$ cat src/rtl/core/pgs_pkg.sv
`default_nettype none
// ----------------------------------------------------------------------------
// pgs_pkg
// Shared types, codes and arithmetic helpers of the PGS segment deframer.
// ----------------------------------------------------------------------------
package pgs_pkg;

    // Result kinds, also used as command kinds in the front-to-back queue.
    localparam logic [1:0] KIND_HDR  = 2'd0;
    localparam logic [1:0] KIND_PAY  = 2'd1;
    localparam logic [1:0] KIND_ERR  = 2'd2;
    localparam logic [1:0] KIND_DONE = 2'd3;

    // Error codes.
    localparam logic [1:0] ERR_TRUNC = 2'd0;
    localparam logic [1:0] ERR_MAGIC = 2'd1;
    localparam logic [1:0] ERR_EMPTY = 2'd2;

    localparam logic [15:0] SUP_MAGIC   = 16'h5047;
    localparam logic [31:0] HALF_RANGE  = 32'h8000_0000;
    localparam logic [3:0]  HDR_LAST    = 4'd12;
    localparam int          QUEUE_DEPTH = 4;
    localparam logic [62:0] NS_MAX      = {63{1'b1}};

    typedef struct packed {
        logic [1:0]  kind;
        logic [63:0] pts_t;
        logic [63:0] dts_t;
        logic        dts_present;
        logic [7:0]  byte0;
        logic [7:0]  byte1;
        logic [7:0]  byte2;
        logic        last_of_packet;
        logic [1:0]  err_code;
        logic [31:0] err_offset;
    } t_cmd;

    // Epoch after seeing a new 32-bit timestamp: one step up on a backward jump
    // of more than half the range.
    function automatic logic [31:0] f_unwrap_epoch(input logic [31:0] epoch,
                                                    input logic [31:0] prev,
                                                    input logic        seen,
                                                    input logic [31:0] v);
        logic [31:0] diff;
        diff = prev - v;
        if (seen && (v < prev) && (diff > HALF_RANGE)) begin
            return epoch + 32'd1;
        end
        return epoch;
    endfunction

    // floor((200000 * b + 9) / 18) for a remainder b of the division by nine.
    function automatic logic [16:0] f_frac(input logic [3:0] b);
        logic [16:0] v;
        case (b)
            4'd1:    v = 17'd11111;
            4'd2:    v = 17'd22222;
            4'd3:    v = 17'd33333;
            4'd4:    v = 17'd44444;
            4'd5:    v = 17'd55556;
            4'd6:    v = 17'd66667;
            4'd7:    v = 17'd77778;
            4'd8:    v = 17'd88889;
            default: v = 17'd0;
        endcase
        return v;
    endfunction

endpackage
`default_nettype wire

$ cat src/rtl/core/pgs_sup_segment_deframer.sv
`default_nettype none
// ----------------------------------------------------------------------------
// pgs_sup_segment_deframer
// Splits a PGS subtitle byte stream into header and payload words.
// ----------------------------------------------------------------------------
// Usage: the input channel (i_valid / o_ready) carries one word per stream byte
// with i_func low, and an end-of-data word with i_func high. The output channel
// (o_valid / i_ready) carries result words: a header word with the unwrapped,
// saturated PTS and DTS in nanoseconds, then every payload byte starting at the
// segment type, plus error and stream-finished words.
// The front frames headers and tracks offsets and timestamp epochs per byte and
// pushes commands into a four-entry queue; o_ready is simply "queue not full".
// The back pops one command per cycle for payload, error and finish words while
// it is idle and the output register is free, so payload bytes stream at one
// word per cycle through the queue and then the output register. A header runs
// two tick-to-nanosecond converters in parallel (a byte-serial division by
// nine), then emits four words; the queue absorbs payload bytes meanwhile.
// Reset clears all control state and empties the queue; an end-of-data word
// also returns the framing state to its reset value. When the receiver stalls,
// the output register holds, then the queue fills and o_ready drops.
// ----------------------------------------------------------------------------
module pgs_sup_segment_deframer #(
    parameter int OFFSET_BITS = 32
) (
    input  wire logic        i_clk,
    input  wire logic        i_rst_n,
    input  wire logic        i_valid,
    output logic             o_ready,
    input  wire logic        i_func,
    input  wire logic [7:0]  i_in_byte,
    output logic             o_valid,
    input  wire logic        i_ready,
    output logic [1:0]       o_kind,
    output logic [62:0]      o_pts_ns,
    output logic [62:0]      o_dts_ns,
    output logic             o_dts_present,
    output logic [7:0]       o_payload_byte,
    output logic             o_last_of_packet,
    output logic             o_last_of_run,
    output logic [1:0]       o_error_code,
    output logic [31:0]      o_error_offset
);
    import pgs_pkg::*;

    logic q_full, q_valid, q_pop, push, accept;
    t_cmd push_cmd, q_cmd;

    // The front takes a word whenever the queue has room.
    assign o_ready = !q_full;
    assign accept  = i_valid && o_ready;

    pgs_front #(
        .OFFSET_BITS (OFFSET_BITS)
    ) u_front (
        .i_clk     (i_clk),
        .i_rst_n   (i_rst_n),
        .i_accept  (accept),
        .i_func    (i_func),
        .i_in_byte (i_in_byte),
        .o_cmd     (push_cmd),
        .o_push    (push)
    );

    pgs_queue u_queue (
        .i_clk   (i_clk),
        .i_rst_n (i_rst_n),
        .i_push  (push),
        .i_cmd   (push_cmd),
        .o_full  (q_full),
        .o_valid (q_valid),
        .o_cmd   (q_cmd),
        .i_pop   (q_pop)
    );

    pgs_back u_back (
        .i_clk            (i_clk),
        .i_rst_n          (i_rst_n),
        .i_q_valid        (q_valid),
        .i_q_cmd          (q_cmd),
        .o_q_pop          (q_pop),
        .o_valid          (o_valid),
        .i_ready          (i_ready),
        .o_kind           (o_kind),
        .o_pts_ns         (o_pts_ns),
        .o_dts_ns         (o_dts_ns),
        .o_dts_present    (o_dts_present),
        .o_payload_byte   (o_payload_byte),
        .o_last_of_packet (o_last_of_packet),
        .o_last_of_run    (o_last_of_run),
        .o_error_code     (o_error_code),
        .o_error_offset   (o_error_offset)
    );

`ifndef SYNTHESIS
    // The front never pushes into a full queue.
    a_no_overflow: assert property (@(posedge i_clk) disable iff (!i_rst_n)
        !(push && q_full))
        else $error("command pushed into full queue");

    // Error and finish words always close their input word's run.
    a_err_last: assert property (@(posedge i_clk) disable iff (!i_rst_n)
        (o_valid && ((o_kind == KIND_ERR) || (o_kind == KIND_DONE))) |-> o_last_of_run)
        else $error("error or finish word without last_of_run");

    // A header word is always followed by a payload word.
    a_hdr_then_pay: assert property (@(posedge i_clk) disable iff (!i_rst_n)
        (o_valid && i_ready && (o_kind == KIND_HDR)) |=> (!o_valid || (o_kind == KIND_PAY)))
        else $error("header word not followed by payload");
`endif

endmodule
`default_nettype wire

$ cat src/rtl/core/pgs_front.sv
`default_nettype none
// ----------------------------------------------------------------------------
// pgs_front
// Frames headers, tracks offsets and timestamps, and issues commands.
// ----------------------------------------------------------------------------
module pgs_front #(
    parameter int OFFSET_BITS = 32
) (
    input  wire logic          i_clk,
    input  wire logic          i_rst_n,
    input  wire logic          i_accept,
    input  wire logic          i_func,
    input  wire logic [7:0]    i_in_byte,
    output pgs_pkg::t_cmd      o_cmd,
    output logic               o_push
);
    import pgs_pkg::*;

    logic [3:0]             r_phase,     n_phase;
    logic [OFFSET_BITS-1:0] r_offset,    n_offset;
    logic [OFFSET_BITS-1:0] r_start,     n_start;
    logic [15:0]            r_left,      n_left;
    logic [31:0]            r_pts_epoch, n_pts_epoch;
    logic [31:0]            r_pts_prev,  n_pts_prev;
    logic                   r_pts_seen,  n_pts_seen;
    logic [31:0]            r_dts_epoch, n_dts_epoch;
    logic [31:0]            r_dts_prev,  n_dts_prev;
    logic                   r_dts_seen,  n_dts_seen;
    logic                   r_any,       n_any;
    logic                   r_hold,      n_hold;
    logic [7:0]             r_hdr [12];

    logic                   hdr_wr;
    logic [31:0]            pts, dts, pts_ep, dts_ep;
    logic                   dp;
    logic [OFFSET_BITS+31:0] start_ext;
    logic [31:0]            start32;

    assign start_ext = {32'd0, r_start};
    assign start32   = start_ext[31:0];
    assign pts       = {r_hdr[2], r_hdr[3], r_hdr[4], r_hdr[5]};
    assign dts       = {r_hdr[6], r_hdr[7], r_hdr[8], r_hdr[9]};
    assign pts_ep    = f_unwrap_epoch(r_pts_epoch, r_pts_prev, r_pts_seen, pts);
    assign dts_ep    = f_unwrap_epoch(r_dts_epoch, r_dts_prev, r_dts_seen, dts);
    assign dp        = (dts != 32'd0) || (pts == 32'd0);

    always_comb begin
        n_phase     = r_phase;
        n_offset    = r_offset;
        n_start     = r_start;
        n_left      = r_left;
        n_pts_epoch = r_pts_epoch;
        n_pts_prev  = r_pts_prev;
        n_pts_seen  = r_pts_seen;
        n_dts_epoch = r_dts_epoch;
        n_dts_prev  = r_dts_prev;
        n_dts_seen  = r_dts_seen;
        n_any       = r_any;
        n_hold      = r_hold;
        hdr_wr      = 1'b0;
        o_push      = 1'b0;
        o_cmd       = '0;
        if (i_accept) begin
            if (i_func) begin
                if (!r_hold) begin
                    o_push = 1'b1;
                    if ((r_phase != 4'd0) || (r_left != 16'd0)) begin
                        o_cmd.kind       = KIND_ERR;
                        o_cmd.err_code   = ERR_TRUNC;
                        o_cmd.err_offset = start32;
                    end else if (!r_any) begin
                        o_cmd.kind     = KIND_ERR;
                        o_cmd.err_code = ERR_EMPTY;
                    end else begin
                        o_cmd.kind = KIND_DONE;
                    end
                end
                n_phase     = '0;
                n_offset    = '0;
                n_start     = '0;
                n_left      = '0;
                n_pts_epoch = '0;
                n_pts_prev  = '0;
                n_pts_seen  = 1'b0;
                n_dts_epoch = '0;
                n_dts_prev  = '0;
                n_dts_seen  = 1'b0;
                n_any       = 1'b0;
                n_hold      = 1'b0;
            end else if (!r_hold) begin
                n_offset = r_offset + 1'b1;
                if ((r_phase == 4'd0) && (r_left != 16'd0)) begin
                    n_left               = r_left - 16'd1;
                    o_push               = 1'b1;
                    o_cmd.kind           = KIND_PAY;
                    o_cmd.byte0          = i_in_byte;
                    o_cmd.last_of_packet = (r_left == 16'd1);
                end else begin
                    if (r_phase == 4'd0) begin
                        n_start = r_offset;
                    end
                    if (r_phase != HDR_LAST) begin
                        hdr_wr  = 1'b1;
                        n_phase = r_phase + 4'd1;
                    end else begin
                        n_phase = '0;
                        o_push  = 1'b1;
                        if ({r_hdr[0], r_hdr[1]} != SUP_MAGIC) begin
                            n_hold           = 1'b1;
                            o_cmd.kind       = KIND_ERR;
                            o_cmd.err_code   = ERR_MAGIC;
                            o_cmd.err_offset = start32;
                        end else begin
                            n_pts_epoch       = pts_ep;
                            n_pts_prev        = pts;
                            n_pts_seen        = 1'b1;
                            if (dp) begin
                                n_dts_epoch = dts_ep;
                                n_dts_prev  = dts;
                                n_dts_seen  = 1'b1;
                            end
                            n_left            = {r_hdr[11], i_in_byte};
                            n_any             = 1'b1;
                            o_cmd.kind        = KIND_HDR;
                            o_cmd.pts_t       = {pts_ep, pts};
                            o_cmd.dts_t       = {dts_ep, dts};
                            o_cmd.dts_present = dp;
                            o_cmd.byte0       = r_hdr[10];
                            o_cmd.byte1       = r_hdr[11];
                            o_cmd.byte2       = i_in_byte;
                        end
                    end
                end
            end
        end
    end

    always_ff @(posedge i_clk) begin
        if (!i_rst_n) begin
            r_phase     <= '0;
            r_offset    <= '0;
            r_start     <= '0;
            r_left      <= '0;
            r_pts_epoch <= '0;
            r_pts_prev  <= '0;
            r_pts_seen  <= 1'b0;
            r_dts_epoch <= '0;
            r_dts_prev  <= '0;
            r_dts_seen  <= 1'b0;
            r_any       <= 1'b0;
            r_hold      <= 1'b0;
        end else begin
            r_phase     <= n_phase;
            r_offset    <= n_offset;
            r_start     <= n_start;
            r_left      <= n_left;
            r_pts_epoch <= n_pts_epoch;
            r_pts_prev  <= n_pts_prev;
            r_pts_seen  <= n_pts_seen;
            r_dts_epoch <= n_dts_epoch;
            r_dts_prev  <= n_dts_prev;
            r_dts_seen  <= n_dts_seen;
            r_any       <= n_any;
            r_hold      <= n_hold;
        end
    end

    always_ff @(posedge i_clk) begin
        if (hdr_wr) begin
            r_hdr[r_phase] <= i_in_byte;
        end
    end

endmodule
`default_nettype wire

$ cat src/rtl/core/pgs_queue.sv
`default_nettype none
// ----------------------------------------------------------------------------
// pgs_queue
// Small command queue between the front and the back.
// ----------------------------------------------------------------------------
module pgs_queue (
    input  wire logic          i_clk,
    input  wire logic          i_rst_n,
    input  wire logic          i_push,
    input  pgs_pkg::t_cmd      i_cmd,
    output logic               o_full,
    output logic               o_valid,
    output pgs_pkg::t_cmd      o_cmd,
    input  wire logic          i_pop
);
    import pgs_pkg::*;

    localparam int PW = $clog2(QUEUE_DEPTH);

    t_cmd          r_mem [QUEUE_DEPTH];
    logic [PW-1:0] r_wp, r_rp;
    logic [PW:0]   r_cnt;
    logic          do_push, do_pop;

    assign o_full  = (r_cnt == (PW+1)'(QUEUE_DEPTH));
    assign o_valid = (r_cnt != '0);
    assign o_cmd   = r_mem[r_rp];
    assign do_push = i_push && !o_full;
    assign do_pop  = i_pop && o_valid;

    always_ff @(posedge i_clk) begin
        if (!i_rst_n) begin
            r_wp  <= '0;
            r_rp  <= '0;
            r_cnt <= '0;
        end else begin
            if (do_push) begin
                r_wp <= r_wp + 1'b1;
            end
            if (do_pop) begin
                r_rp <= r_rp + 1'b1;
            end
            if (do_push && !do_pop) begin
                r_cnt <= r_cnt + 1'b1;
            end else if (do_pop && !do_push) begin
                r_cnt <= r_cnt - 1'b1;
            end
        end
    end

    always_ff @(posedge i_clk) begin
        if (do_push) begin
            r_mem[r_wp] <= i_cmd;
        end
    end

endmodule
`default_nettype wire

$ cat src/rtl/core/pgs_ts2ns.sv
`default_nettype none
// ----------------------------------------------------------------------------
// pgs_ts2ns
// Converts 90 kHz ticks to rounded, saturated nanoseconds.
// ----------------------------------------------------------------------------
module pgs_ts2ns (
    input  wire logic        i_clk,
    input  wire logic        i_rst_n,
    input  wire logic        i_start,
    input  wire logic [63:0] i_ticks,
    output logic             o_done,
    output logic [62:0]      o_ns
);
    import pgs_pkg::*;

    // ns = floor((200000 * t + 9) / 18). With t = 9 * a + b this is
    // 100000 * a + f_frac(b); a is found one byte per cycle.
    logic        r_busy;
    logic [3:0]  r_cnt;
    logic [63:0] r_num, r_quo;
    logic [3:0]  r_rem;
    logic [48:0] r_plo, r_phi;
    logic [16:0] r_c;
    logic [80:0] r_sum;
    logic [62:0] r_ns;
    logic        r_done;

    logic [11:0] x;
    logic [23:0] prod;
    logic [8:0]  q0;
    logic [11:0] rr;
    logic [80:0] sum;

    assign x    = {r_rem, r_num[63:56]};
    assign prod = x * 12'd3641;
    assign q0   = prod[23:15];
    assign rr   = x - (12'(q0) * 12'd9);
    assign sum  = 81'(r_plo) + (81'(r_phi) << 32) + 81'(r_c);

    always_ff @(posedge i_clk) begin
        if (!i_rst_n) begin
            r_busy <= 1'b0;
            r_cnt  <= '0;
            r_done <= 1'b0;
        end else begin
            r_done <= !i_start && r_busy && (r_cnt == 4'd10);
            if (i_start) begin
                r_busy <= 1'b1;
                r_cnt  <= '0;
            end else if (r_busy) begin
                r_cnt <= r_cnt + 4'd1;
                if (r_cnt == 4'd10) begin
                    r_busy <= 1'b0;
                end
            end
        end
    end

    always_ff @(posedge i_clk) begin
        if (i_start) begin
            r_num <= i_ticks;
            r_quo <= '0;
            r_rem <= '0;
        end else if (r_busy) begin
            if (r_cnt < 4'd8) begin
                r_num <= {r_num[55:0], 8'd0};
                r_quo <= {r_quo[55:0], q0[7:0]};
                r_rem <= rr[3:0];
            end else if (r_cnt == 4'd8) begin
                r_plo <= 49'(r_quo[31:0] * 49'd100000);
                r_phi <= 49'(r_quo[63:32] * 49'd100000);
                r_c   <= f_frac(r_rem);
            end else if (r_cnt == 4'd9) begin
                r_sum <= sum;
            end else begin
                r_ns <= (r_sum > 81'(NS_MAX)) ? NS_MAX : r_sum[62:0];
            end
        end
    end

    assign o_done = r_done;
    assign o_ns   = r_ns;

endmodule
`default_nettype wire

$ cat src/rtl/core/pgs_back.sv
`default_nettype none
// ----------------------------------------------------------------------------
// pgs_back
// Executes queued commands and drives the registered result channel.
// ----------------------------------------------------------------------------
module pgs_back (
    input  wire logic          i_clk,
    input  wire logic          i_rst_n,
    input  wire logic          i_q_valid,
    input  pgs_pkg::t_cmd      i_q_cmd,
    output logic               o_q_pop,
    output logic               o_valid,
    input  wire logic          i_ready,
    output logic [1:0]         o_kind,
    output logic [62:0]        o_pts_ns,
    output logic [62:0]        o_dts_ns,
    output logic               o_dts_present,
    output logic [7:0]         o_payload_byte,
    output logic               o_last_of_packet,
    output logic               o_last_of_run,
    output logic [1:0]         o_error_code,
    output logic [31:0]        o_error_offset
);
    import pgs_pkg::*;

    localparam logic [1:0] S_IDLE = 2'd0;
    localparam logic [1:0] S_CONV = 2'd1;
    localparam logic [1:0] S_EMIT = 2'd2;

    logic [1:0]  r_state;
    logic [1:0]  r_sub;
    logic        r_ovalid;
    t_cmd        r_cmd;
    logic [62:0] r_pns, r_dns;

    logic        slot_free, start, pts_done, dts_done, set_valid;
    logic [62:0] pts_ns, dts_ns;

    assign slot_free = !r_ovalid || i_ready;
    assign o_q_pop   = (r_state == S_IDLE) && i_q_valid && slot_free;
    assign start     = o_q_pop && (i_q_cmd.kind == KIND_HDR);
    // A new word enters the output register on a direct pop or an emit step.
    assign set_valid = (o_q_pop && (i_q_cmd.kind != KIND_HDR)) ||
                       ((r_state == S_EMIT) && slot_free);

    pgs_ts2ns u_pts (
        .i_clk   (i_clk),
        .i_rst_n (i_rst_n),
        .i_start (start),
        .i_ticks (i_q_cmd.pts_t),
        .o_done  (pts_done),
        .o_ns    (pts_ns)
    );

    pgs_ts2ns u_dts (
        .i_clk   (i_clk),
        .i_rst_n (i_rst_n),
        .i_start (start),
        .i_ticks (i_q_cmd.dts_t),
        .o_done  (dts_done),
        .o_ns    (dts_ns)
    );

    always_ff @(posedge i_clk) begin
        if (!i_rst_n) begin
            r_state  <= S_IDLE;
            r_sub    <= '0;
            r_ovalid <= 1'b0;
        end else begin
            if (set_valid) begin
                r_ovalid <= 1'b1;
            end else if (i_ready) begin
                r_ovalid <= 1'b0;
            end
            unique case (r_state)
                S_IDLE: begin
                    if (o_q_pop && (i_q_cmd.kind == KIND_HDR)) begin
                        r_state <= S_CONV;
                    end
                end
                S_CONV: begin
                    if (pts_done && dts_done) begin
                        r_state <= S_EMIT;
                        r_sub   <= '0;
                    end
                end
                S_EMIT: begin
                    if (slot_free) begin
                        r_sub <= r_sub + 2'd1;
                        if (r_sub == 2'd3) begin
                            r_state <= S_IDLE;
                        end
                    end
                end
                default: r_state <= S_IDLE;
            endcase
        end
    end

    always_ff @(posedge i_clk) begin
        if (start) begin
            r_cmd <= i_q_cmd;
        end
        if ((r_state == S_CONV) && pts_done) begin
            r_pns <= pts_ns;
            r_dns <= r_cmd.dts_present ? dts_ns : '0;
        end
        if (o_q_pop && (i_q_cmd.kind != KIND_HDR)) begin
            o_kind           <= i_q_cmd.kind;
            o_pts_ns         <= '0;
            o_dts_ns         <= '0;
            o_dts_present    <= 1'b0;
            o_payload_byte   <= i_q_cmd.byte0;
            o_last_of_packet <= i_q_cmd.last_of_packet;
            o_last_of_run    <= 1'b1;
            o_error_code     <= i_q_cmd.err_code;
            o_error_offset   <= i_q_cmd.err_offset;
        end else if ((r_state == S_EMIT) && slot_free) begin
            o_error_code     <= ERR_TRUNC;
            o_error_offset   <= '0;
            if (r_sub == 2'd0) begin
                o_kind           <= KIND_HDR;
                o_pts_ns         <= r_pns;
                o_dts_ns         <= r_dns;
                o_dts_present    <= r_cmd.dts_present;
                o_payload_byte   <= '0;
                o_last_of_packet <= 1'b0;
                o_last_of_run    <= 1'b0;
            end else begin
                o_kind        <= KIND_PAY;
                o_pts_ns      <= '0;
                o_dts_ns      <= '0;
                o_dts_present <= 1'b0;
                case (r_sub)
                    2'd1:    o_payload_byte <= r_cmd.byte0;
                    2'd2:    o_payload_byte <= r_cmd.byte1;
                    default: o_payload_byte <= r_cmd.byte2;
                endcase
                o_last_of_packet <= (r_sub == 2'd3) && ({r_cmd.byte1, r_cmd.byte2} == 16'd0);
                o_last_of_run    <= (r_sub == 2'd3);
            end
        end
    end

    assign o_valid = r_ovalid;

endmodule
`default_nettype wire

$ cat config.mk
export PLATFORM = sky130hd
export DESIGN_NAME = pgs_sup_segment_deframer
export DESIGN_NICKNAME = d
export VERILOG_FILES = /design/src/rtl/core/pgs_pkg.sv /design/src/rtl/core/pgs_sup_segment_deframer.sv /design/src/rtl/core/pgs_front.sv /design/src/rtl/core/pgs_queue.sv /design/src/rtl/core/pgs_ts2ns.sv /design/src/rtl/core/pgs_back.sv
export SDC_FILE = /design/constraint.sdc
export NUM_CORES = 2
export LEC_CHECK = 0
export ABC_AREA = 1
export BUFFER_PORTS_ARGS = -buffer_cell sky130_fd_sc_hd__buf_2
export CORE_MARGIN = 2
export CORE_UTILIZATION = 50
export DETAILED_ROUTE_END_ITERATION = 16
export GPL_TIMING_DRIVEN = 0
export PLACE_DENSITY = 0.78
export REMOVE_ABC_BUFFERS = 1
export SLEW_MARGIN = 20
export SYNTH_ARGS = -nofsm -noshare
export SYNTH_HDL_FRONTEND = slang
export SYNTH_SLANG_ARGS = --single-unit
export TNS_END_PERCENT = 100
$ cat constraint.sdc
create_clock -name i_clk -period 16.89 [get_ports i_clk]
set_clock_uncertainty 0.2 [all_clocks]
set_input_delay 4.2225 -clock i_clk [delete_from_list [all_inputs] [get_ports i_clk]]
set_output_delay 4.2225 -clock i_clk [all_outputs]
set_load 0.005 [all_outputs]
# ---- Yosys cells after proc, flatten, opt, wreduce, memory -nomap -nowiden
# Memories as Yosys holds them, arrays and structs flattened. A register that Yosys moved wholly into a read port is not among the register bits.
# Cells that the tools add are included.
# W data, S select, Z words.
dict set report totals {
  mem_bits_rw 856
  register_bits 1291
  in_bits 13
  mem_count 4
  romBits 544
  latch_bits 0
  elab_cells 337
  out_inout_bits 175
}
dict set report classes {
  n_shift 0
  bitwise_logic 8
  n_addsub 20
  n_mux 141
  n_reduce_logical 71
  multipliers 8
  n_lt_le_gt_ge 8
  eq_ne 25
  div 0
}
# name depth width rd rd_ports_with_merged_regs write_ports line
set mem_list {}
lappend mem_list {u_queue.r_mem 4 190 1 1 1 pgs_queue.sv:20} ;# t_cmd r_mem [QUEUE_DEPTH];
lappend mem_list {{(name not given)} 16 17 1 1 0 pgs_pkg.sv:55} ;# case (b)
lappend mem_list {{(name not given)} 16 17 1 1 0 pgs_pkg.sv:55}
lappend mem_list {u_front.r_hdr 12 8 12 0 1 pgs_front.sv:31} ;# logic [7:0] r_hdr [12];
# operator n
set ops {}
lappend ops {{$mux W32} 35}
lappend ops {{$mux W64} 6}
lappend ops {{$mux W190} 2}
lappend ops {{$mul A32 B12 Y44 const B} 4}
lappend ops {{$add A49 B81 Y81} 2}
lappend ops {{$add A81 B17 Y81} 2}
lappend ops {{$gt A81 B63 Y1 const B} 2}
lappend ops {{$mux W155} 1}
lappend ops {{$mux W154} 1}
lappend ops {{$mux W153} 1}
lappend ops {{$mux W34} 4}
lappend ops {{$mux W129} 1}
lappend ops {{$mux W63} 2}
lappend ops {{$add A32 B1 Y32 const B} 3}
lappend ops {{$mux W16} 6}
lappend ops {{$gt A32 B32 Y1 const B} 2}
lappend ops {{$lt A32 B32 Y1} 2}
lappend ops {{$sub A32 B32 Y32} 2}
lappend ops {{$mux W1} 49}
lappend ops {{$mul A12 B12 Y24 const B} 2}
lappend ops {{$mux W2} 19}
lappend ops {{$mux W33} 1}
lappend ops {{$logic_not A32 Y1} 1}
lappend ops {{$mux W8} 4}
lappend ops {{other kinds (41)} 127}

# ---- Depth between registers and ports, before layout
# An unclocked memory read counts as a cell.
dict set report logic_depth {
  ltp_word 12
  mapped_depth 31
  depth_no_buf 31
}

# ---- Modules after synthesis
# A second synthesis with hierarchy kept.
dict set report unflattened {
  cells_unflattened 14080
  hier_area_um2 129479.2
}
# module seq_area_each_um2 cells_each area_per_inst_um2 instances
set modules_own_cells {}
lappend modules_own_cells {{pgs_ts2ns at u_back.u_dts} 10760.3 3875 33669.8 1}
lappend modules_own_cells {{pgs_ts2ns at u_back.u_pts} 10760.3 3865 33565.9 1}
lappend modules_own_cells {pgs_queue 23002.1 1906 28524.9 1}
lappend modules_own_cells {pgs_front 7186.9 3329 21556.9 1}
lappend modules_own_cells {pgs_back 8548.2 1102 12147.9 1}
lappend modules_own_cells {pgs_sup_segment_deframer 0.0 3 13.8 1}

# ---- Worst setup path before layout
# Ideal clock, no wire load.
dict set report synth_path {
  kind {input -> register}
  start {in i_valid}
  end {mem u_queue.r_mem[0][0] (netlist bit), enable pin}
  setup_time_ns 0.743
  t_arrival_ns 12.787
  required_ns 15.947
  setup_slack_ns 3.160
  path_buffers 0
  stages 6
  path_cell_list {nand2_2 -> nor2_1 -> inv_2 -> nor2_1 -> inv_1 -> nor2_1}
}
dict set report synth_between {
  elab_chain_len 5
}
# item line
set synth_rtl {}
lappend synth_rtl {{from (decl)} pgs_sup_segment_deframer.sv:27} ;# input wire logic i_valid,
lappend synth_rtl {{$logic_and A1 B1 Y1} pgs_sup_segment_deframer.sv:50} ;# assign accept = i_valid && o_ready;
lappend synth_rtl {{$mux W1} pgs_front.sv:63} ;# if (i_accept) begin
lappend synth_rtl {{$logic_and A1 B1 Y1} pgs_queue.sv:28} ;# assign do_push = i_push && !o_full;
lappend synth_rtl {{via u_queue.do_push} pgs_queue.sv:23} ;# logic do_push, do_pop;
lappend synth_rtl {{$mux W1} pgs_queue.sv:52} ;# if (do_push) begin
lappend synth_rtl {{$mux W1 (implied by the code)} pgs_queue.sv:53} ;# r_mem[r_wp] <= i_cmd;
lappend synth_rtl {{to (decl)} pgs_queue.sv:20}
# The timed path passes the listed nets, and every way through them passes these cells.

# ---- Worst setup path in the final report
dict set report layout_path {
  start {in i_ready}
  end {reg u_back.u_dts.r_ns[9] (netlist: u_back.u_dts.o_ns[9]), enable pin}
}
dict set report layout_between {
  elab_chain_len 5
}
# item line
set layout_rtl {}
lappend layout_rtl {{from (decl)} pgs_sup_segment_deframer.sv:32} ;# input wire logic i_ready,
lappend layout_rtl {{$logic_or A1 B1 Y1} pgs_back.sv:39} ;# assign slot_free = !r_ovalid || i_ready;
lappend layout_rtl {{$logic_and A1 B1 Y1} pgs_back.sv:40} ;# assign o_q_pop = (r_state == S_IDLE) && i_q_valid && slot_free;
lappend layout_rtl {{$logic_and A1 B1 Y1} pgs_back.sv:41} ;# assign start = o_q_pop && (i_q_cmd.kind == KIND_HDR);
lappend layout_rtl {{$not A1 Y1 (no line)} n/a}
lappend layout_rtl {{$reduce_and A5 Y1 (no line)} n/a}
lappend layout_rtl {{to (signal assigned)} pgs_ts2ns.sv:76} ;# r_ns <= (r_sum > 81'(NS_MAX)) ? NS_MAX : r_sum[62:0];
lappend layout_rtl {{to (decl)} pgs_ts2ns.sv:25} ;# logic [62:0] r_ns;
# Every way passes these cells.
# A chain may end at the register's enable or synchronous reset.

==> results by group <==
Outcome
  • Status: complete, no violations

Pwr
  • Leakage power: 60.5 nW
  • Cell Pwr Density: 216 nW/um2
  • Clk pwr share: 0.166
  • Switch share: 0.449
  • Sw power: 13.4 mW
  • Worst VDD drop: 0.820 mV
  • Sequential power share: 0.263
  • Logic pwr share: 0.571
  • Int Pwr: 16.4 mW

Synth
  • Main synth FF type: edfxtp_1
  • Cell taking the most area after synthesis: edfxtp_1
  • Post-synth EDFFs: 1670
  • Number of unique standard cell types used by synthesis: 73
  • Most frequent cells after synthesis: 2273 x nand2_1, 2010 x inv_1, 1670 x edfxtp_1
  • Top-area cell type share of the netlist area: 0.403
  • Number of synthesis warnings: 0
  • Sequential area share after synthesis: 0.484
  • Ys async rst share: 0
  • Synth top area cells: edfxtp_1 40%, ha_1 9.6%, dfxtp_1 8.1%, fa_1 8.1%, nand2_1 6.9%
  • Most instantiated library cell after synthesis: nand2_1
  • Cells after synthesis: 12713
  • Syn_area_per_cell: 9.79 um2
  • Register bit count reported by yosys: 2175
  • Synthesized area: 124000 um2

Clocking
  • # resized after CTS: 0
  • CTS H-tree depth: 4
  • Clock Tree Buf Depth: 3
  • Clock root buffer: clkbuf_16
  • CTS tree: built
  • Clock sink total: 2175
  • Cts hold-fix bufs: 0
  • Insertion delay to the later sink of the worst-skew pair: 0.94 ns
  • TritonCTS Buffers: 219
  • Buffer count from post-CTS setup fixing: 0
  • Clk slew on worst S/H paths: 0.06 ns

Die
  • Initial Utilization: 0.502
  • Die Wd: 503 um
  • Full die area: 253000 um2
  • Row count: 183
  • Vert. Die Dim: 503 um
  • Core ar.: 248000 um2
  • IO Pins: 188

Timing
  • Fin. Hold Viols: 0
  • RSZ-0062 raised after global routing: false
  • Max_slew headroom: 0.249
  • Tmin final: 8.58 ns
  • Upper clock frequency limit: 117 MHz
  • Fin. max-slew vios: 0
  • Final Setup Violations: 0
  • Post-route clock period utilization: 0.508
  • Worst-margin pin slew: 1.12 ns
  • Setup TNS: 0 ns

Routing
  • WL/cell: 18.0 um
  • DRT iter0 DRCs: 8166
  • Number of routed nets with antenna violations: 0
  • Drt drc: 0
  • DRT Pass-1 Iters: 6
  • Vias per inst: 5.38
  • WL final: 295000 um
  • Routed vias: 88214

Worst setup path
  • Worst setup SP type: input port
  • Critical Path Max Stage Delay: 0.60 ns
  • Crit end category: flop
  • WP data required: 17.22 ns
  • Crit path cell chain: buf_2, nor2_1, nor3_2, inv_1, nor2_4, buf_16, buf_16, buf_16, buf_12, buf_16, inv_8, buf_16, nand2_1, inv_1, nand2_1, a21oi_4, buf_16, buf_16, buf_16
  • Delay-heaviest family, CP: buffers and inverters
  • CP arrival: 8.91 ns
  • Critical-path top delay cell: nor2_1
  • Most used cell, CP: buf_16
  • Crit path max fanout: 79
  • Levels on crit path: 19
  • R2R depth: 26
  • Critical path buffers and inverters: 13
  • CP Class: input port to flop

Placement
  • RePlAce Congestion: 0.941
  • Dpl hpwl: 211000 um
  • PortBufs: 187

Hold path
  • Hold depth: 0
  • Min-Delay Path Class: flop to flop

Final layout
  • Nets@finish: 14325
  • Final design utilization: 0.557
  • Area grow syn2layout: 11.1%
  • # fillers: 20803
  • Share of cells above drive strength 1: 0.0709

GRT
  • Vias in the first global route: 87605
  • Largest net degree at the start of global routing: 139
  • Initial antenna violation count: 4
  • First-pass GRT wire length: 472000 um
  • Gr usage total: 0.233
  • Gr ovfl total: 0

Run
  • Max-cap viol count: 0
## per-layer routing
metal	GRT usage	part of all wire	wire length [um]	up-vias
li1	-	-	-	42580
met1	0.314	0.43	128000	42380
met2	0.391	0.48	141000	2768
met3	0.0298	0.058	17200	486
met4	0.0747	0.030	8970	0
met5	0	0	0	-
## path summary, 6_finish.rpt
kind,slack [ns],from,endpoint
hold reg to reg,0.15,u_back.u_pts.o_ns[9],u_back.r_pns[9]
setup reg to reg,10.01,u_back.u_dts.r_rem[2],u_back.u_dts.r_rem[3]
hold / removal,0.15,u_back.u_pts.o_ns[9],u_back.r_pns[9]
setup / recovery,8.31,i_ready,u_back.u_dts.o_ns[9]
## logic make-up after synthesis
| kind of cell | after synthesis | share of synthesized area |
|---|---|---|
| and+or+nand+nor | 4389 | 0.151 |
| buffers and inverters | 2421 | 0.0747 |
| DFF | 2175 | 0.484 |
| AOI/OAI and AO/OA | 1861 | 0.0849 |
| adders and majority gates | 1456 | 0.177 |
| xor gates and xnor gates | 411 | 0.0289 |
## state kept, by name, indices dropped and copies added (netlist names), 64 cells and up, named ones only
signal,count
u_back.u_dts.r_sum,81
u_back.u_dts.r_quo,64
u_back.u_pts.r_quo,64
u_front.r_hdr,96
u_back.u_pts.r_num,64
u_queue.r_mem,760
u_back.u_dts.r_num,64
u_back.u_pts.r_sum,81
## per-stage QoR
stage	setup WS, ns	hold slack [ns]	std cells	cell area, um2	power, mW
5_1_grt	8.13	0.171	16389	138000	32.6
6_report	8.31	0.147	16389	138000	29.8
2_1_floorplan	-7.42	0.200	12326	123000	20.0
3_5_place_dp	7.50	0.205	15965	131000	24.7
3_3_place_gp	-38.12	0.203	15843	128000	24.2
4_1_cts	8.37	0.156	16381	138000	30.0
## power groups by stage
| stage | registers, mW | logic (mW) | clock network (mW) |
|---|---|---|---|
| 2_1_floorplan | 8.01 | 11.9 | 0 |
| 3_3_place_gp | 8.39 | 15.9 | 0 |
| 3_5_place_dp | 7.94 | 16.8 | 0 |
| 4_1_cts | 7.84 | 17.1 | 5.02 |
| 5_1_grt | 7.95 | 19.4 | 5.23 |
| 6_report | 7.85 | 17.0 | 4.96 |
## cell type report
| class | instances | area, um2 | area share |
|---|---|---|---|
| multi-input cells | 8117 | 55100 | 0.399 |
| diodes | 8 | 20.0 | 0.000145 |
| clock inverters | 136 | 1530 | 0.0111 |
| repair buffers | 309 | 3580 | 0.0259 |
| inverters | 2034 | 7710 | 0.0558 |
| flip-flops and latches | 2175 | 60300 | 0.436 |
| clock buffers | 280 | 5900 | 0.0427 |
| well taps | 3330 | 4170 | 0.0301 |
## placed cells by master, fill, tap and decap left out, types with 139 or more instances in the layout
cell	count
nand3_1	349
o22ai_1	139
fa_1	501
clkbuf_16	222
nand4_1	152
nand2_1	2269
xor2_1	293
inv_1	1997
ha_1	954
buf_2	193
nor2_1	1136
o21ai_0	583
edfxtp_1	1670
a21oi_1	708
nor3_1	180
dfxtp_1	503
Note: power is estimated with default switching activity, not from simulation.
